$ cat config.mk
export PLATFORM = sky130hd
export DESIGN_NAME = ufd_cell
export DESIGN_NICKNAME = d
export VERILOG_FILES = /design/src/rtl/ufd_pkg.sv /design/src/rtl/ufd_cell.sv
export SDC_FILE = /design/constraint.sdc
export NUM_CORES = 1
export LEC_CHECK = 0
export ABC_AREA = 0
export BUFFER_PORTS_ARGS = -buffer_cell sky130_fd_sc_hd__buf_2
export CAP_MARGIN = 10
export CORE_UTILIZATION = 45
export DETAILED_ROUTE_END_ITERATION = 6
export HOLD_SLACK_MARGIN = 0.03
export PLACE_DENSITY = 0.67
export SLEW_MARGIN = 10
export SYNTH_ARGS = -nofsm -noshare
export SYNTH_HDL_FRONTEND = slang
export SYNTH_SLANG_ARGS = --single-unit
$ cat constraint.sdc
create_clock -name clk -period 11.8 [get_ports clk]
set_clock_uncertainty 0.15 [all_clocks]
set_input_delay 2.36 -clock clk [delete_from_list [all_inputs] [get_ports clk]]
set_output_delay 2.36 -clock clk [all_outputs]
set_load 0.02 [all_outputs]
$ cat src/rtl/ufd_pkg.sv
`default_nettype none
// ----------------------------------------------------------------------------
// ufd_pkg
// Shared types and constants for the unmatched free detector.
// ----------------------------------------------------------------------------
package ufd_pkg;

    localparam int ADDR_W              = 64;
    localparam int COUNT_W             = 32;
    localparam int LIVE_W              = 9;
    localparam int DEFAULT_TABLE_DEPTH = 256;

    localparam int IN_TDATA_W  = 128;
    localparam int IN_TUSER_W  = 3;
    localparam int OUT_TDATA_W = 48;
    localparam int OUT_TUSER_W = 2;

    localparam logic [1:0] OP_MALLOC  = 2'd0;
    localparam logic [1:0] OP_CALLOC  = 2'd1;
    localparam logic [1:0] OP_REALLOC = 2'd2;
    localparam logic [1:0] OP_FREE    = 2'd3;

    localparam logic [1:0] KIND_NOP    = 2'd0;
    localparam logic [1:0] KIND_INSERT = 2'd1;
    localparam logic [1:0] KIND_REMOVE = 2'd2;

    // event word travelling down the cell chain
    typedef struct packed {
        logic              valid;
        logic [1:0]        kind;
        logic [ADDR_W-1:0] addr;
        logic              done;
    } ufd_word_t;

endpackage
`default_nettype wire

$ cat src/rtl/ufd_cell.sv
`default_nettype none
// ----------------------------------------------------------------------------
// ufd_cell
// One table slot. Claims a passing insert if free, or a passing remove on an
// address hit, then hands the word to the next cell.
// ----------------------------------------------------------------------------
module ufd_cell
    import ufd_pkg::*;
(
    input  wire logic      clk,
    input  wire logic      rst_n,
    input  wire logic      advance,
    input  wire ufd_word_t word_in,
    output ufd_word_t      word_out
);

    logic              used_reg;
    logic              used_next;
    logic [ADDR_W-1:0] addr_reg;
    ufd_word_t         word_reg;
    ufd_word_t         word_next;
    logic              claim_ins;
    logic              claim_rem;

    assign claim_ins = word_in.valid && !word_in.done && (word_in.kind == KIND_INSERT)
                       && !used_reg;
    assign claim_rem = word_in.valid && !word_in.done && (word_in.kind == KIND_REMOVE)
                       && used_reg && (addr_reg == word_in.addr);

    always_comb
    begin
        used_next = used_reg;
        word_next = word_in;
        if (claim_ins)
        begin
            used_next      = 1'b1;
            word_next.done = 1'b1;
        end
        else if (claim_rem)
        begin
            used_next      = 1'b0;
            word_next.done = 1'b1;
        end
    end

    always_ff @(posedge clk or negedge rst_n)
    begin
        if (!rst_n)
        begin
            used_reg <= 1'b0;
            word_reg <= '0;
        end
        else if (advance)
        begin
            used_reg <= used_next;
            word_reg <= word_next;
        end
    end

    always_ff @(posedge clk)
    begin
        if (advance && claim_ins)
        begin
            addr_reg <= word_in.addr;
        end
    end

    assign word_out = word_reg;

endmodule
`default_nettype wire

==> results by stage, run 1 <==
Route:
- The post-route antenna net violation count is 0.
- For this run, design rule violations remaining after detail routing come to 0.
- The total iterations of the first detailed-routing run is 4.
- The total wire length after detailed routing is between 9000 and 10000 µm.
- After the first detailed-routing iteration, the DRC count stood at 73.
- The overall via count from detail_route is 3052.
- The average via count per standard cell is 5.01.
- The mean routed wirelength per cell is ~16 µm.

Global route:
- The initial antenna violation count came to 0.
- Global routing used 18.4% of the available tracks across all layers.
- Summed over all layers, the global routing overflow is 0.
- The wire length of the first global-routing pass is 15900 µm.
- The maximum number of pins on one net before global-route repair is 71.
- The via count of the first global-routing pass is about 3100.

Worst setup path:
- The cell family contributing the most delay on the critical path is buffers and inverters.
- The critical path in this run is classified as in -> reg.
- The signal on the critical path passes through buf_2 -> buf_4 -> nand3b_1 -> nor4b_2 -> buf_4.
- The worst setup path is captured at a flip-flop.
- The critical-path maximum fanout is 70.
- The standard cell with the maximum stage delay on the critical path is buf_4.
- For this run, the slowest stage of the critical path takes 0.67 ns.
- The number of buffers and inverters on the critical path is 3.
- For the worst setup path, the data required time is 11.70 ns.
- The arrival time of the worst setup path is ~4.3 ns.
- The nature of the critical path startpoint is a primary input.
- Among the stages of the critical path, the cell type that occurs most often is buf_4.

Timing:
- Setup violations remaining at the end of the flow were counted as 0.
- The total negative slack is 0 ns.
- The number of hold-slack violations in the final timing report is 0.
- After layout, the worst path uses 37.1% of the clock period.
- The worst pin sits at a relative slew slack of between 30% and 40%.
- Derived from the worst setup path, the maximum achievable clock frequency is approximately 230 MHz.
- The shortest clock period the worst path allows after layout is 4.37 ns.
- The worst-margin pin slew is 0.913 ns.
- The number of pins exceeding their max-slew limit in the final report was 0.
- Setup repair after global routing left no endpoint under its margin.

CTS:
- Counting along the longest clock path gives a buffer depth of 2.
- The clock transition at the registers of the reported paths is 0.05 ns.
- The number of hold buffers added after CTS is 0.
- The insertion delay of the later-clocked pin in the worst-skew pair is 0.42 ns.
- The number of buffers created by CTS is 17.
- The count of buffers added by post-CTS timing repair for setup is 0.
- The root buffer cell chosen for the clock tree is clkbuf_16.
- The number of clock sinks is 133.
- The H-tree depth is 4.
- TritonCTS built the clock tree.
- The number of cells upsized or downsized after cts is 0.

Cells and area:
- The number of diodes added for antenna fixing is 0.
- In the layout the commonest cells are 137 x buf_2, 69 x dfrtp_1, 67 x mux2_2.
- The number of fill cells in the layout is 853.
- Cells fill 61.0% of the core in the end.
- The area growth from synthesis to layout is 29.3%.
- The proportion of layout cells with a drive suffix above 1 is 51.0%.
- The net count reported at finish is 527.
- The library cell used most frequently in the layout, excluding fill and tap cells, is buf_2.
- The flip-flop count of the largest register, all copies and words added is 68.

Yosys:
- The number of nets in the synthesized netlist is 375.
- The number of warning messages in the yosys log is 0.
- A synthesized cell averages 17.1 µm².
- The portion of the post-synthesis area used by sequential elements is 70.1%.
- The netlist uses 25 different library cells.
- The number of storage elements in the synthesis netlist is 133.
- The synthesized design devotes to its leading area cell type roughly 37% of total area.
- The cell taking the most area after synthesis is edfxtp_1.
- The summed instance area of the synthesized netlist is 5200 µm².
- The synthesized instance count is 304.
- Ranked by total cell area, the synthesized netlist is headed by edfxtp_1 37%, dfrtp_1 33%, mux2_2 15%, xor2_1 5.4%, xnor2_1 4.9%.

Die:
- The floorplan step defined a die boundary enclosing 12000 µm².
- In this run the count of I/O pins placed on the die edge is 139.
- After floorplanning, the core was sized to cover 11000 µm².
- Measured along the y axis, the die boundary spans 110 µm.
- The initial utilization of the core area, before any placement, comes to 47.2%.
- The die is around 110 µm wide.
- Row generation in the floorplan step produced 38 rows.

Hold path:
- The type of the worst min-delay path is reg -> reg.

Power and ir drop:
- The ratio of total power to cell area is 184 nW/µm².
- IR analysis of the VDD net gives a maximum drop of 0.131 mV.
- The leakage component of the power is roughly 2.8 nW.

Job:
- Max-cap violations in this run came to 0.

Placed design:
- The HPWL after detailed placement is 6700 µm.
- The placer congestion estimate is between 0.7 and 0.8.
- The count of buffers added on input and output ports is 138.

Run status:
- The flow ran to the end, and the final reports show no timing, DRC or antenna violations.
==> kinds of logic after synthesis <==
logic type | share of synthesized area (%)
buffers and inverters | 0.818
AO/OA/AOI/OAI | 0.842
AND/OR/NAND/NOR | 3.42
multiplexers | 14.5
flip-flops | 70.1
XOR/XNOR | 10.3
==> power by group <==
part / total, mW / leakage, nW / switching, mW / internal, mW
Sequential: 0.527 / 1.38 / 0.0128 / 0.514
Clock: 0.583 / 0.320 / 0.185 / 0.398
Combinational: 0.126 / 1.07 / 0.0728 / 0.0536
Total: 1.24 / 2.77 / 0.270 / 0.966
==> cell type report <==
cell class | instances | area, µm² | area share (%)
Sequential cell | 133 | 3650 | 54.2
Multi-Input combinational cell | 160 | 1520 | 22.5
Timing Repair Buffer | 141 | 716 | 10.6
Clock buffer | 24 | 493 | 7.33
Tap cell | 140 | 175 | 2.60
Clock inverter | 8 | 168 | 2.49
Inverter | 3 | 11.3 | 0.167
==> synth_stat cells <==
| cell type | count |
|---|---|
| dfrtp_1 | 69 |
| mux2_2 | 67 |
| edfxtp_1 | 64 |
| xor2_1 | 32 |
| xnor2_1 | 29 |
| nand4_1 | 8 |
| nor4_1 | 8 |
| clkbuf_1 | 5 |
| inv_1 | 3 |
| buf_1 | 2 |
| nand3_1 | 2 |
| nor4_2 | 2 |
| a2111oi_0 | 1 |
| a211oi_1 | 1 |
| a21o_1 | 1 |
| a22o_1 | 1 |
| buf_2 | 1 |
| nand2_1 | 1 |
| nand3b_1 | 1 |
| nand4b_1 | 1 |
| nor2b_1 | 1 |
| nor4b_1 | 1 |
| o21ai_1 | 1 |
| o22ai_1 | 1 |
| or4_1 | 1 |
==> stage by stage <==
step	total power, mW	cell area [µm²]	hold slack, ns	setup slack, ns	instances
after floorplan	0.607	5200	0.323	1.57	304
after global placement	0.660	6070	0.336	7.04	577
after detailed placement	0.664	6070	0.340	6.97	577
after CTS	1.25	6730	0.352	7.37	609
after global routing	1.28	6730	0.367	7.20	609
final	1.24	6730	0.347	7.43	609
==> final timing paths <==
kind                                    from            to  slack, ns  cells past startpoint
worst min register to register  word_out[52]  word_out[52]       0.35                      1
min in group asynchronous              rst_n  word_out[58]       1.93                      1
worst max register to register  addr_reg[49]      used_reg       9.45                      6
worst min-delay path            word_out[52]  word_out[52]       0.35                      1
max in group asynchronous              rst_n  word_out[42]       8.98                      1
worst max-delay path                 advance  addr_reg[16]       7.43                      5
==> layer usage <==
metal	vias up	global-route usage [%]	wire (µm)
met3	16	6.40	545
met5	-	0	0
li1	1422	-	-
met1	1524	23.0	4370
met2	90	28.8	4810
met4	0	8.86	195
No activity file was read; power rests on OpenSTA's default activity.
==> run 2: changes to the inputs <==
--- a/config.mk
+++ b/config.mk
@@ -11,7 +11,7 @@
 export CORE_UTILIZATION = 45
 export DETAILED_ROUTE_END_ITERATION = 6
 export HOLD_SLACK_MARGIN = 0.03
-export PLACE_DENSITY = 0.67
+export PLACE_DENSITY = 0.7
 export SLEW_MARGIN = 10
 export SYNTH_ARGS = -nofsm -noshare
 export SYNTH_HDL_FRONTEND = slang
==> constraint.sdc (replaced) <==
create_clock -name clk -period 4 [get_ports clk]
set_clock_uncertainty 0.15 [all_clocks]
set_input_delay 0.8 -clock clk [delete_from_list [all_inputs] [get_ports clk]]
set_output_delay 0.8 -clock clk [all_outputs]
set_load 0.02 [all_outputs]
==> run 2 against run 1 <==
Effect of this change: via count hardly changed; utilization down 0.64 points; critical path depth grew 2; design area is 1.0% lower; highest routed layer unchanged; clock power grew to 2.6 times the previous value; non-clock buffer count down 1; register-to-register slack worse by 7.8 ns; worst setup slack got worse by 5.9 ns; power rose to 2.8 times the previous value; final cell count down 0.16%; combinational power grew to 3.0 times the previous value; flip-flop and latch count stayed put.
==> results by stage, run 2 (synthesis gave the netlist of run 1 again) <==
Global route:
- The maximum number of pins on one net before global-route repair is 70.
- The initial antenna violation count is 0.
- Global routing finished with a remaining overflow of 0.
- The via count of the first global-routing pass is just over 3000.
- Global routing used between 10% and 20% of the available tracks across all layers.
- The wire length of the first global-routing pass is approximately 16000 µm.

Job:
- The reported max-cap violation count is 0.

Placed design:
- The number of placed cells counting well taps is 576.
- The number of buffer cells added on primary ports is ~140.
- Routability-driven placement finished with a final weighted congestion of 0.725.
- The placed standard-cell area is roughly 6100 µm².
- Once detailed placement completed, the half-perimeter wirelength came to 6710 µm.
- The minimum setup slack after placement is roughly 0.9 ns.

Hold path:
- In this run the worst hold path is classified as reg -> reg.

Route:
- In the routed layout, each cell is associated on average with a via count of 5.02.
- After detailed routing, the average wire length per cell comes to about 16 µm.
- The total iterations of the first detailed-routing run is 4.
- The DRC violation count after routing is 0.
- Summed over all layers, the routed wires come to approximately 10000 µm.
- The iteration-0 DRC count of the detailed router is 135.
- Across all layers, the routed design uses 3054 vias.
- The post-route antenna net violation count is 0.

CTS:
- The number of cells upsized or downsized after cts is 0.
- In this run, CTS created clock tree buffers numbering 17.
- The insertion delay of the later-clocked pin in the worst-skew pair is approximately 0.42 ns.
- The clock tree root buffer cell is clkbuf_16.
- The number of clock sinks is 133.
- The H-tree depth is 4.
- Once the clock tree was built, the setup fixing pass inserted 0 buffers.
- The number of buffers on the longest clock path is 2.
- TritonCTS built the clock tree.
- Clock-pin slew was measured on the worst setup and hold paths at 0.06 ns.
- Buffers inserted to repair hold after CTS numbered 0.

Cells and area:
- 0 antenna diodes ended up in the layout.
- The post-layout instance area is roughly 6700 µm².
- The register with the most flip-flops in the layout has 68 of them.
- Cells with a size suffix above 1 make up 51.1% of the layout.
- Leaving out fill and tap cells, the most frequent cell in the layout is buf_2.
- Summing all flip-flop and latch instances after layout gives around 3600 µm².
- The end-of-flow core utilization is 60.4%.
- Compared with the post-synthesis result, the final layout area differs by 28.0%.
- The multi-input combinational cells in the finished layout cover a total of 1530 µm².
- The finished layout holds 608 standard cells, fillers aside.
- The number of fill cells in the layout is 909.
- Leaving out fill and tap cells, the most frequent cells in the layout are 137 x buf_2, 69 x dfrtp_1, 67 x mux2_2.
- The net count reported at finish is 526.

Die:
- The die width is 110 µm.
- The core region is between 10000 and 15000 µm².
- 139 I/O pins were placed.
- The die height is 110 µm.
- The area of the die is 12000 µm².
- The initial utilization of the core area, before any placement, comes to 47.2%.
- The count of standard-cell rows is 38.

Timing:
- The number of hold-slack violations in the final timing report is 0.
- The normalized max-slew margin is 39.3%.
- The achievable frequency is 400 MHz.
- Setup repair after global routing left no endpoint under its margin.
- Dividing the final minimum period by the clock period gives 62.4%.
- The routed design could run at a clock period as short as 2.50 ns.
- For the final routed database, the setup TNS stands at 0 ns.
- The final setup violation count is 0.
- The number of pins exceeding their max-slew limit in the final report is 0.
- On the final layout, the worst hold slack is 0.350 ns.
- The worst-margin pin slew is 0.911 ns.
- The worst setup margin is 1.50 ns.

Worst setup path:
- Data arrives at the worst endpoint at between 2 and 3 ns.
- The worst setup path is launched from a primary input.
- The required time at the worst-slack endpoint is 4.15 ns.
- Of all nets on the critical path, the largest fanout is 3.
- The standard cell with the maximum stage delay on the critical path is or4_1.
- Walking the worst path, the cells encountered are buf_2 -> xnor2_1 -> nand4_1 -> nor4_1 -> nand4_1 -> or4_1 -> a21o_1.
- The largest incremental delay on the critical path is approximately 0.57 ns.
- By startpoint and endpoint, the worst setup path is classified as in -> reg.
- The most frequent cell on the critical path is nand4_1.
- The worst setup path is captured at a flip-flop.

Power and ir drop:
- Power spread over the standard cell area amounts to about 520 nW/µm².
- VDD sags by at most 0.341 mV.
- The leakage component of the power is 2.73 nW.
- Summing internal, switching and leakage power gives 3.47 mW.

Run status:
- The flow ran to the end, and the final reports show no timing, DRC or antenna violations.
[run 2: power breakdown]
group | leakage (nW) | switching [mW] | total (mW) | internal, mW
registers | 1.38 | 0.0400 | 1.56 | 1.52
clock network | 0.277 | 0.568 | 1.54 | 0.969
logic | 1.07 | 0.215 | 0.373 | 0.158
total | 2.73 | 0.822 | 3.47 | 2.64
[run 2: worst paths after layout]
check / start / to / slack [ns] / cells after the start
setup / recovery: word_in[31] / used_reg / 1.50 / 7
hold / removal: word_out[67] / word_out[67] / 0.35 / 1
setup reg to reg: addr_reg[30] / used_reg / 1.62 / 6
hold reg to reg: word_out[67] / word_out[67] / 0.35 / 1
max in group asynchronous: rst_n / word_out[59] / 2.74 / 1
min in group asynchronous: rst_n / word_out[34] / 0.36 / 1
[run 2: routing by layer]
metal | track usage [%] | vias to the layer above | share of wire [%]
met3 | 5.99 | 16 | 5.2
li1 | - | 1418 | -
met4 | 8.29 | 0 | 1.6
met2 | 28.5 | 86 | 49
met1 | 23.3 | 1534 | 45
met5 | 0 | - | 0
[run 2: layout make-up]
type                       count  area share (%)
clock inverter                15            2.46
inverter                       3           0.169
timing repair buffer         140            10.6
multi-input combinational    160            22.9
clock buffer                  17            6.39
tap                          140            2.63
sequential                   133            54.8
[run 2: critical path, delay by kind of cell]
family,cells,cell delay [ns]
and+or+nand+nor,4,1.36
xor gates and xnor gates,1,0.16
AOI/OAI and AO/OA,1,0.20
buffers and inverters,1,0.12
