File: src/rtl/ufd_pkg.sv
`default_nettype none
// ----------------------------------------------------------------------------
// ufd_pkg
// Shared types and constants for the unmatched free detector.
// ----------------------------------------------------------------------------
package ufd_pkg;

    localparam int ADDR_W              = 64;
    localparam int COUNT_W             = 32;
    localparam int LIVE_W              = 9;
    localparam int DEFAULT_TABLE_DEPTH = 256;

    localparam int IN_TDATA_W  = 128;
    localparam int IN_TUSER_W  = 3;
    localparam int OUT_TDATA_W = 48;
    localparam int OUT_TUSER_W = 2;

    localparam logic [1:0] OP_MALLOC  = 2'd0;
    localparam logic [1:0] OP_CALLOC  = 2'd1;
    localparam logic [1:0] OP_REALLOC = 2'd2;
    localparam logic [1:0] OP_FREE    = 2'd3;

    localparam logic [1:0] KIND_NOP    = 2'd0;
    localparam logic [1:0] KIND_INSERT = 2'd1;
    localparam logic [1:0] KIND_REMOVE = 2'd2;

    // event word travelling down the cell chain
    typedef struct packed {
        logic              valid;
        logic [1:0]        kind;
        logic [ADDR_W-1:0] addr;
        logic              done;
    } ufd_word_t;

endpackage
`default_nettype wire

File: src/rtl/ufd_tail.sv
`default_nettype none
// ----------------------------------------------------------------------------
// ufd_tail
// End of the chain: flags unclaimed words, keeps the miss and live counts
// in event order, and holds the output word.
// ----------------------------------------------------------------------------
module ufd_tail
    import ufd_pkg::*;
#(
    parameter int TABLE_DEPTH = DEFAULT_TABLE_DEPTH
)
(
    input  wire logic       clk,
    input  wire logic       rst_n,
    input  wire logic       advance,
    input  wire ufd_word_t  word_in,
    output logic            out_valid,
    output logic            unmatched,
    output logic            table_full_drop,
    output logic [COUNT_W-1:0] unmatched_total,
    output logic [LIVE_W-1:0]  live_count
);

    localparam int OCC_W = $clog2(TABLE_DEPTH + 1);

    logic               out_valid_reg;
    logic               miss_flag_reg;
    logic               drop_flag_reg;
    logic [COUNT_W-1:0] miss_reg;
    logic [COUNT_W-1:0] miss_next;
    logic [OCC_W-1:0]   occ_reg;
    logic [OCC_W-1:0]   occ_next;
    logic               miss;
    logic               drop;
    logic [OCC_W+LIVE_W-1:0] live_ext;

    assign miss = word_in.valid && (word_in.kind == KIND_REMOVE) && !word_in.done;
    assign drop = word_in.valid && (word_in.kind == KIND_INSERT) && !word_in.done;

    always_comb
    begin
        miss_next = miss_reg;
        occ_next  = occ_reg;
        if (miss && (miss_reg != {COUNT_W{1'b1}}))
        begin
            miss_next = miss_reg + COUNT_W'(1);
        end
        if (word_in.valid && word_in.done)
        begin
            case (word_in.kind)
                KIND_INSERT: occ_next = occ_reg + OCC_W'(1);
                KIND_REMOVE: occ_next = occ_reg - OCC_W'(1);
                default:     occ_next = occ_reg;
            endcase
        end
    end

    always_ff @(posedge clk or negedge rst_n)
    begin
        if (!rst_n)
        begin
            out_valid_reg <= 1'b0;
            miss_flag_reg <= 1'b0;
            drop_flag_reg <= 1'b0;
            miss_reg      <= '0;
            occ_reg       <= '0;
        end
        else if (advance)
        begin
            out_valid_reg <= word_in.valid;
            if (word_in.valid)
            begin
                miss_flag_reg <= miss;
                drop_flag_reg <= drop;
                miss_reg      <= miss_next;
                occ_reg       <= occ_next;
            end
        end
    end

    assign live_ext        = {{LIVE_W{1'b0}}, occ_reg};
    assign out_valid       = out_valid_reg;
    assign unmatched       = miss_flag_reg;
    assign table_full_drop = drop_flag_reg;
    assign unmatched_total = miss_reg;
    assign live_count      = live_ext[LIVE_W-1:0];

`ifndef ASSERT_OFF
    a_flags_exclusive: assert property (@(posedge clk) disable iff (!rst_n)
        out_valid_reg |-> !(miss_flag_reg && drop_flag_reg))
        else $error("miss and drop flagged on one word");

    a_occ_bound: assert property (@(posedge clk) disable iff (!rst_n)
        occ_reg <= OCC_W'(TABLE_DEPTH))
        else $error("occupancy above table depth");

    a_drop_when_full: assert property (@(posedge clk) disable iff (!rst_n)
        (out_valid_reg && drop_flag_reg) |-> (occ_reg == OCC_W'(TABLE_DEPTH)))
        else $error("insert dropped while table not full");

    a_miss_monotonic: assert property (@(posedge clk) disable iff (!rst_n)
        1'b1 |=> (miss_reg >= $past(miss_reg)))
        else $error("miss counter decreased");
`endif

endmodule
`default_nettype wire

File: config.mk
export PLATFORM = sky130hd
export DESIGN_NAME = ufd_tail
export DESIGN_NICKNAME = d
export VERILOG_FILES = /design/src/rtl/ufd_pkg.sv /design/src/rtl/ufd_tail.sv
export SDC_FILE = /design/constraint.sdc
export NUM_CORES = 1
export LEC_CHECK = 0
export ABC_AREA = 1
export BUFFER_PORTS_ARGS = -buffer_cell sky130_fd_sc_hd__buf_2
export CAP_MARGIN = 20
export CORE_MARGIN = 5
export CORE_UTILIZATION = 54
export DETAILED_ROUTE_END_ITERATION = 8
export PLACE_DENSITY = 0.86
export SYNTH_ARGS = -nofsm -noshare
export SYNTH_HDL_FRONTEND = slang
export SYNTH_SLANG_ARGS = --single-unit
export TNS_END_PERCENT = 50
File: constraint.sdc
create_clock -name clk -period 3.15 [get_ports clk]
set_input_delay 0.1575 -clock clk [delete_from_list [all_inputs] [get_ports clk]]
set_output_delay 0.1575 -clock clk [all_outputs]
set_load 0.01 [all_outputs]
==> reports/metrics.cfg, run 1 <==
[logic_synthesis]
synth_top_area_share_pct=35.4
synth-seq-area-share_pct=35.4
synthMostInstantiatedCell=nand2_1
async_reset_ff_share_pct=100
synth.avg_cell_area_um2=6.69
ys_types=32
synth_area_mm2=0.00311
syn_inst=465
ys_warn_count=0
synth_fp_nets=541
synth-edff-count=0
yosysTopAreaCell=dfrtp_1
ys.flop_type=dfrtp_1
ys_top_cells_by_area=dfrtp_1, nand2_1, inv_1
synth-seq-cells=44
synthTopCellsByCount=nand2_1, inv_1, nor2_1, dfrtp_1, nand3_1

[sta]
worst_pin_slew_ns=0.565
hold_slack_ns=0.0558
rsz0062_at_grt=no
relSlewSlack_pct=62.4
fin_skew_ns=0.00755
drv_slew=0
post-route-min-period_ns=2.03
setup_tns_ns=0
max_freq_ghz=0.492
setup_viol=0
hold_viol=0
fin_crit_sh_pct=64.5

[floorplanning]
die_w_um=85.9
start_util_pct=56.1
pin_count=115
die_area_mm2=0.00738
fp.dieH_um=85.9
row_count=27
core_mm2=0.00554

[setup_path]
crit_path_end_kind=register
crit_buf_inv=2
cp-start-kind=register
worstSetupPathType=register to register
crit_path_max_incr_delay_ns=0.47
slowest_stage=dfrtp_1
cp.required_ns=3.33
cp_max_fo=31
cp_top_family=simple AND/OR/NAND/NOR gates
path_cells=ha_1, nand3_2, inv_2, nand2_2, nor2_4, nand2_4, nand2_8, inv_4, nand2_1, o21ai_2
crit_arrival_ns=2.22

[finish]
syn_to_final_growth_pct=13.9
drive_above_1_share_pct=17.4
final_nets=593
final.fill_count=530
diodes=0
largest_reg_flops=32
post-route-util_pct=63.9

[clocking]
clock-root-buffer=clkbuf_8
clkSinkCount=44
clk_pin_slew_ns=0.09
cts_tree=yes
cts_buffers=5
htreeDepth=2
clockBufferDepth=2
clk_latency_ns=0.30

[placed_design]
port_buffers=50
dpl.hpwl_um=5450
place_congestion=0.930

[routing]
antenna_left=0
finalWirelength_um=7070
wl_per_cell_um=12.0
vias=2990
drtIter0Drc=152
viasPerCell=5.07
dr.pass1.iters=4
drcViolationCount=0

[run_status]
status=complete, no violations

[grt]
grt_max_degree=45
grt_pass1_vias=2821
gr-total-overflow=0
grt_pass1_wl_um=12300
antenna_found_initial=0
grtUsageTotal_pct=20.5

[worst_hold_path]
hp-class=input port to register

[power_and_ir_drop]
vdd_drop_max_uv=430
p_leak_uw=0.00184
power_density_mw_per_mm2=504

[job]
drv_cap=0

==> final timing paths <==
kind | start | to | slack (ns) | depth (start not counted)
hold / removal | advance | out_valid$_DFFE_PN0P_ | 0.06 | 2
min in group asynchronous | rst_n | unmatched_total[6]$_DFFE_PN0P_ | 0.39 | 2
hold reg to reg | unmatched$_DFFE_PN0P_ | unmatched$_DFFE_PN0P_ | 0.50 | 2
max in group asynchronous | rst_n | unmatched_total[3]$_DFFE_PN0P_ | 2.27 | 3
setup reg to reg | unmatched_total[0]$_DFFE_PN0P_ | unmatched_total[9]$_DFFE_PN0P_ | 1.12 | 10
setup / recovery | unmatched_total[0]$_DFFE_PN0P_ | unmatched_total[9]$_DFFE_PN0P_ | 1.12 | 10
==> metal layers <==
layer	part of all wire (%)	GRT usage (%)	up-vias	wire length, um
li1	-	-	1543	-
met1	44	25.0	1350	3110
met2	48	35.4	85	3400
met3	6.2	5.19	12	436
met4	1.7	6.04	0	120
met5	0	0	-	0
==> power by group <==
group	switching, uW	total (uW)	internal (uW)
clock	203	438	235
combinational	339	570	232
sequential	122	778	656
==> cell families (layout without fill, tap and decap cells) <==
family | count (synthesis) | in the layout | share of synthesized area (%)
and+or+nand+nor | 311 | 311 | 43.9
buffers and inverters | 64 | 117 | 8.93
DFF | 44 | 44 | 35.4
xor gates and xnor gates | 19 | 19 | 5.35
AOI/OAI and AO/OA | 22 | 22 | 4.43
adders and majority gates | 5 | 5 | 2.01
==> final cells by class <==
cell class                      instances  area (um2)  share of cell area [%]
Timing Repair Buffer                   53         295                    8.34
Inverter                               56         213                    6.01
Sequential cell                        44        1100                    31.1
Multi-Input combinational cell        357        1730                    48.9
Tap cell                               72        90.1                    2.54
Clock inverter                          3        42.5                    1.20
Clock buffer                            5        68.8                    1.94
==> layout by cell type, fill, tap and decap left out, types with 2 or more instances in the layout <==
cell type	count
buf_2	50
o21ai_1	2
nand2_1	197
xnor2_1	9
nor3_2	2
inv_1	54
xor2_1	10
nor3_1	10
clkbuf_8	5
nor2_2	5
nor2_4	2
ha_1	5
nand3b_1	8
o22ai_1	2
dfrtp_1	44
o21ai_0	10
nand3_1	22
nor2_1	45
nand2_2	7
nand3_2	2
nand4_1	7
o21ai_2	6
==> stage by stage <==
step / total power [uW] / worst slack (ns) / instances / instance area (um2)
2_1_floorplan: 1170 / 1.41 / 465 / 3110
3_3_place_gp: 1340 / 1.02 / 580 / 3390
3_5_place_dp: 1360 / 0.909 / 580 / 3390
4_1_cts: 1800 / 1.11 / 588 / 3500
5_1_grt: 1930 / 0.948 / 590 / 3540
6_report: 1790 / 1.12 / 590 / 3540
==> what timing repair did <==
action,4_1_cts,5_1_grt
setup buffers,0,0
resized for setup,0,0
endpoints found under the hold margin,0,23
hold buffers,0,1
No activity file was read; power rests on OpenSTA's default activity.
==> run 2: changes to the inputs <==
--- a/config.mk
+++ b/config.mk
@@ -9,9 +9,9 @@
 export BUFFER_PORTS_ARGS = -buffer_cell sky130_fd_sc_hd__buf_2
 export CAP_MARGIN = 20
 export CORE_MARGIN = 5
-export CORE_UTILIZATION = 54
+export CORE_UTILIZATION = 50
 export DETAILED_ROUTE_END_ITERATION = 8
-export PLACE_DENSITY = 0.86
+export PLACE_DENSITY = 0.81
 export SYNTH_ARGS = -nofsm -noshare
 export SYNTH_HDL_FRONTEND = slang
 export SYNTH_SLANG_ARGS = --single-unit
==> constraint.sdc (replaced) <==
create_clock -name clk -period 2.08 [get_ports clk]
set_input_delay 0.104 -clock clk [delete_from_list [all_inputs] [get_ports clk]]
set_output_delay 0.104 -clock clk [all_outputs]
set_load 0.01 [all_outputs]
==> reports/metrics.cfg, run 2 (synthesis results as in run 1) <==
[grt]
antenna_found_initial=0  ; unchanged
grt_pass1_wl_um=13100  ; +6.2%
grt_pass1_vias=2904  ; +2.9%
grt_max_degree=32  ; -29%
grtUsageTotal_pct=21.0  ; +0.55 points
gr-total-overflow=0  ; unchanged

[placed_design]
port_buffers=50  ; unchanged
place_ws_ns=0.257  ; -0.652 ns
dpl.hpwl_um=6040  ; +11%
placed_area_mm2=0.00344  ; +1.4%
place_congestion=0.938  ; +0.86%

[routing]
vias=3053  ; +2.1%
viasPerCell=5.11  ; +0.74%
dr.pass1.iters=4  ; unchanged
drtIter0Drc=174  ; +14%
drcViolationCount=0  ; unchanged
wl_per_cell_um=12.8  ; +6.7%
finalWirelength_um=7650  ; +8.1%
antenna_left=0  ; unchanged

[floorplanning]
pin_count=115  ; unchanged
row_count=28  ; +3.7%
fp.dieH_um=88.9  ; +3.5%
start_util_pct=51.9  ; -4.2 points
die_w_um=88.9  ; +3.5%
die_area_mm2=0.00790  ; +7.0%
core_mm2=0.00599  ; +8.1%

[setup_path]
cp.required_ns=2.31  ; -1.02 ns
cp_top_family=simple AND/OR/NAND/NOR gates
crit_path_start=unmatched_total[0]$_DFFE_PN0P_
worstSetupPathType=register to register
crit_buf_inv=2  ; unchanged
cp-start-kind=register
slowest_stage=dfrtp_1
reg2reg_from=unmatched_total[0]$_DFFE_PN0P_
crit_path_max_incr_delay_ns=0.46  ; about the same
crit_path_end_kind=register
crit_arrival_ns=2.08  ; -0.14 ns
path_cells=ha_1, nand3_2, inv_2, nand2_2, nor2_4, nand2_4, nand2_8, inv_4, nand3_1, nand2_1
cp_max_fo=31  ; unchanged

[finish]
design_area_mm2=0.00356  ; +0.49%
post-route-util_pct=59.4  ; -4.5 points
diodes=0  ; unchanged
syn_to_final_growth_pct=14.4
final_common_cell=nand2_1
largest_reg_flops=32  ; unchanged
drive_above_1_share_pct=18.0  ; +0.60 points
mostFrequentLayoutCells=nand2_1, inv_1, buf_2, nor2_1, dfrtp_1
final_nets=598  ; +0.84%

[sta]
relSlewSlack_pct=70.9  ; +8.5 points
setup_tns_ns=0  ; unchanged
fin_crit_sh_pct=88.8  ; +24 points
drv_slew=0  ; unchanged
setup_viol=0  ; unchanged
fin_skew_ns=0.0117  ; +0.00414 ns
rsz0062_at_grt=no
hold_viol=0  ; unchanged
max_freq_ghz=0.542  ; +10%
worst_pin_slew_ns=0.432  ; -0.132 ns
finalWorstSetupSlack_ns=0.233  ; -0.884 ns
post-route-min-period_ns=1.85  ; -0.186 ns

[clocking]
clock-root-buffer=clkbuf_8
cts-resized-gates=0  ; unchanged
clk_latency_ns=0.30  ; about the same
cts_tree=yes
clkSinkCount=44  ; unchanged
cts_buffers=5  ; unchanged
clockBufferDepth=2  ; unchanged
clk_pin_slew_ns=0.08  ; about the same
htreeDepth=2  ; unchanged

[worst_hold_path]
hp-class=input port to register
worstHoldStart=advance

[run_status]
status=complete, no violations

[power_and_ir_drop]
vdd_drop_max_uv=503  ; +17%
power_density_mw_per_mm2=764  ; +51%
p_leak_uw=0.00186  ; +0.98%
total_power_uw=2720  ; +52%

[job]
drv_cap=0  ; unchanged

[run 2: changes by cell type in the layout (fill, tap and decap cells not counted)]
cell        delta
buf_4          +6
buf_16         -1
clkbuf_1       +1
clkinvlp_4     -1
[run 2: routing by layer]
layer	share of wire [%]	global-route usage, %
met5	0	0
met4	2.1	7.01
met3	6.3	4.19
met2	49	36.2
met1	43	26.2
[run 2: stage by stage]
| stage | cells | hold slack [ns] |
|---|---|---|
| after floorplan | 465 | -0.192 |
| after global placement | 589 | 0.0210 |
| after detailed placement | 589 | 0.0290 |
| after CTS | 598 | 0.0124 |
| after global routing | 598 | 0.0175 |
| final | 598 | 0.0147 |
[run 2: layout make-up]
class / count / area [um2]
clock buffer: 6 / 72.6
clock inverter: 2 / 35.0
fill: 557 / 2430
inverter: 56 / 213
multi-input combinational: 357 / 1730
sequential: 44 / 1100
tap: 75 / 93.8
timing repair buffer: 58 / 313
[run 2: power by group]
| part | switching, uW | total (uW) | internal [uW] |
|---|---|---|---|
| registers | 187 | 1180 | 994 |
| logic | 527 | 885 | 358 |
| clock network | 295 | 652 | 357 |
[run 2: path summary, 6_finish.rpt]
path,to,cells after the start,slack (ns)
max reg2reg,unmatched_total[20]$_DFFE_PN0P_,10,0.23
min reg2reg,unmatched$_DFFE_PN0P_,2,0.49
max in group asynchronous,unmatched_total[30]$_DFFE_PN0P_,3,1.28
min,out_valid$_DFFE_PN0P_,2,0.01
min in group asynchronous,unmatched_total[5]$_DFFE_PN0P_,2,0.24
max,unmatched_total[20]$_DFFE_PN0P_,10,0.23
[run 2: repair_timing]
| action | CTS | global route |
|---|---|---|
| hold buffers | 1 | 0 |
| setup buffers | 0 | 0 |
| hold endpoints to repair | 12 | 0 |
[run 2: worst register-to-register path, delay by kind of cell, from the launching register on]
| kind | cells | cell delay [ns] |
|---|---|---|
| fa+ha+maj | 1 | 0.25 |
| buf+inv | 2 | 0.37 |
| flops | 1 | 0.46 |
| simple gates | 7 | 0.70 |
==> run 3: changes to the inputs <==
--- a/config.mk
+++ b/config.mk
@@ -11,7 +11,7 @@
 export CORE_MARGIN = 5
 export CORE_UTILIZATION = 50
 export DETAILED_ROUTE_END_ITERATION = 8
-export PLACE_DENSITY = 0.81
+export PLACE_DENSITY = 0.83
 export SYNTH_ARGS = -nofsm -noshare
 export SYNTH_HDL_FRONTEND = slang
 export SYNTH_SLANG_ARGS = --single-unit
==> reports/metrics.cfg, run 3 (synthesis results as in run 1) <==
[grt]
grt_pass1_wl_um=12800  ; -1.8%
grtUsageTotal_pct=20.5  ; -0.50 points
grt_pass1_vias=2869  ; -1.2%
antenna_found_initial=0  ; unchanged
gr-total-overflow=0  ; unchanged
grt_max_degree=32  ; unchanged

[setup_path]
reg2reg_to=unmatched_total[3]$_DFFE_PN0P_
worstSetupPathType=register to register
reg2reg_from=unmatched_total[0]$_DFFE_PN0P_
cp.required_ns=2.31  ; about the same
cp-start-kind=register
crit_arrival_ns=2.08  ; about the same
reg2reg_depth=10  ; unchanged
rrSetupSlack_ns=0.23  ; about the same
cp_max_fo=31  ; unchanged
crit_path_end_kind=register

[finish]
largest_reg_flops=32  ; unchanged
design_area_mm2=0.00355  ; -0.21%
syn_to_final_growth_pct=14.2
multi_input_area_mm2=0.00173  ; unchanged
drive_above_1_share_pct=17.7  ; -0.23 points
seqCellArea_mm2=0.00110  ; unchanged
diodes=0  ; unchanged
final_nets=599  ; +0.17%
mostFrequentLayoutCells=nand2_1, inv_1, buf_2, nor2_1, dfrtp_1
final_common_cell=nand2_1
final.fill_count=549  ; -1.4%
finalNonFillerCells=599  ; +0.17%

[routing]
wl_met3_um=416  ; -14%
antenna_left=0  ; unchanged
dr.pass1.iters=4  ; unchanged
drcViolationCount=0  ; unchanged
highest_layer=met4
dr_wl_met2_um=3620  ; -2.5%
finalWirelength_um=7540  ; -1.4%
viasPerCell=5.04  ; -1.2%
drtIter0Drc=190  ; +9.2%
wl_met1_um=3380  ; +3.0%
wl_per_cell_um=12.6  ; -1.6%
vias=3020  ; -1.1%

[clocking]
clock-root-buffer=clkbuf_8
cts_buffers=5  ; unchanged
clk_pin_slew_ns=0.08  ; about the same
clkSinkCount=44  ; unchanged
cts_tree=yes
htreeDepth=2  ; unchanged
clk_latency_ns=0.30  ; about the same
clockBufferDepth=2  ; unchanged
cts-resized-gates=0  ; unchanged

[floorplanning]
die_w_um=88.9  ; unchanged
die_area_mm2=0.00790  ; unchanged
fp.dieH_um=88.9  ; unchanged
core_mm2=0.00599  ; unchanged
start_util_pct=51.9  ; unchanged
row_count=28  ; unchanged
pin_count=115  ; unchanged

[worst_hold_path]
worstHoldStart=word_in[0]
hp-class=input port to register
hold_depth=4  ; +2
worst_hold_path.endpoint=unmatched$_DFFE_PN0P_

[sta]
max_freq_ghz=0.541  ; -0.11%
setup_viol=0  ; unchanged
rsz0062_at_grt=no
relSlewSlack_pct=69.9  ; -1.0 points
setup_tns_ns=0  ; unchanged
fin_skew_ns=0.00440  ; -0.00729 ns
fin_crit_sh_pct=88.9  ; +0.10 points
drv_slew=0  ; unchanged
hold_viol=0  ; unchanged
worst_pin_slew_ns=0.452  ; +0.0199 ns
post-route-min-period_ns=1.85  ; +0.00209 ns

[power_and_ir_drop]
power_density_mw_per_mm2=743  ; -2.8%
p_leak_uw=0.00185  ; -0.26%
total_power_uw=2640  ; -3.0%
vdd_drop_max_uv=537  ; +6.9%

[placed_design]
place_congestion=0.926  ; -1.3%
dp_cells=589  ; unchanged
placed_area_mm2=0.00344  ; unchanged
dpl.hpwl_um=5900  ; -2.4%
port_buffers=50  ; unchanged

[run_status]
status=complete, no violations

[job]
drv_cap=0  ; unchanged

run 3: cell count changes in the layout (fill, tap and decap cells not counted), sizes merged:
| cell | previous run | this run |
|---|---|---|
| bufinv | 1 | 0 |
| clkinv | 1 | 0 |
| clkbuf | 6 | 8 |
| dlygate4sd3 | 1 | 2 |
run 3: routing by layer:
layer,GRT usage [%],vias to the layer above
li1,-,1546
met1,25.6,1386
met2,35.9,75
met3,4.56,13
met4,4.81,0
met5,0,-
run 3: power breakdown:
part	internal (uW)	leakage (uW)	switching [uW]	total (uW)
Combinational	360	0.00123	529	889
Sequential	994	0.000575	187	1180
Clock	272	0.0000455	295	567
Total	1630	0.00185	1010	2640
run 3: area by class of cell:
type / count / area share [%]
multi-input cells: 357 / 48.7
flip-flops and latches: 44 / 31.0
well taps: 75 / 2.64
repair buffers: 59 / 9.09
inverters: 56 / 5.99
clock buffers: 8 / 2.54
run 3: worst max-delay path, cell delays in order, from the launching register on:
cell	delay, ns
dfrtp_1	0.46
ha_1	0.26
nand3_2	0.12
inv_2	0.05
nand2_2	0.12
nor2_4	0.06
nand2_4	0.09
nand2_8	0.10
inv_4	0.31
nand2_1	0.12
o21ai_2	0.08
run 3: repair_timing:
action / 4_1_cts / 5_1_grt
hold buffers: 2 / 0
endpoints found under the hold margin: 20 / 0
setup buffers: 0 / 0
run 3: how the worst max path moves through the flow:
stage,start,to,slack [ns],cells after the start
5_1_grt,unmatched_total[0]$_DFFE_PN0P_,unmatched_total[20]$_DFFE_PN0P_,0.08,10
4_1_cts,unmatched_total[0]$_DFFE_PN0P_,unmatched_total[3]$_DFFE_PN0P_,0.23,10
2_1_floorplan,unmatched_total[0]$_DFFE_PN0P_,unmatched_total[3]$_DFFE_PN0P_,0.34,11
3_5_place_dp,unmatched_total[0]$_DFFE_PN0P_,unmatched_total[3]$_DFFE_PN0P_,0.25,10
6_report,unmatched_total[0]$_DFFE_PN0P_,unmatched_total[3]$_DFFE_PN0P_,0.23,10
3_3_place_gp,unmatched_total[0]$_DFFE_PN0P_,unmatched_total[20]$_DFFE_PN0P_,0.28,10
run 3: through the flow:
| stage | hold WS (ns) | utilization [%] | setup WS, ns |
|---|---|---|---|
| floorplan | -0.192 | - | 0.340 |
| global placement | 0.0687 | 57.4 | 0.282 |
| detailed placement | 0.0858 | 57.4 | 0.251 |
| CTS | 0.129 | 59.3 | 0.230 |
| global route | 0.162 | 59.3 | 0.0753 |
| finish | 0.133 | 59.3 | 0.231 |
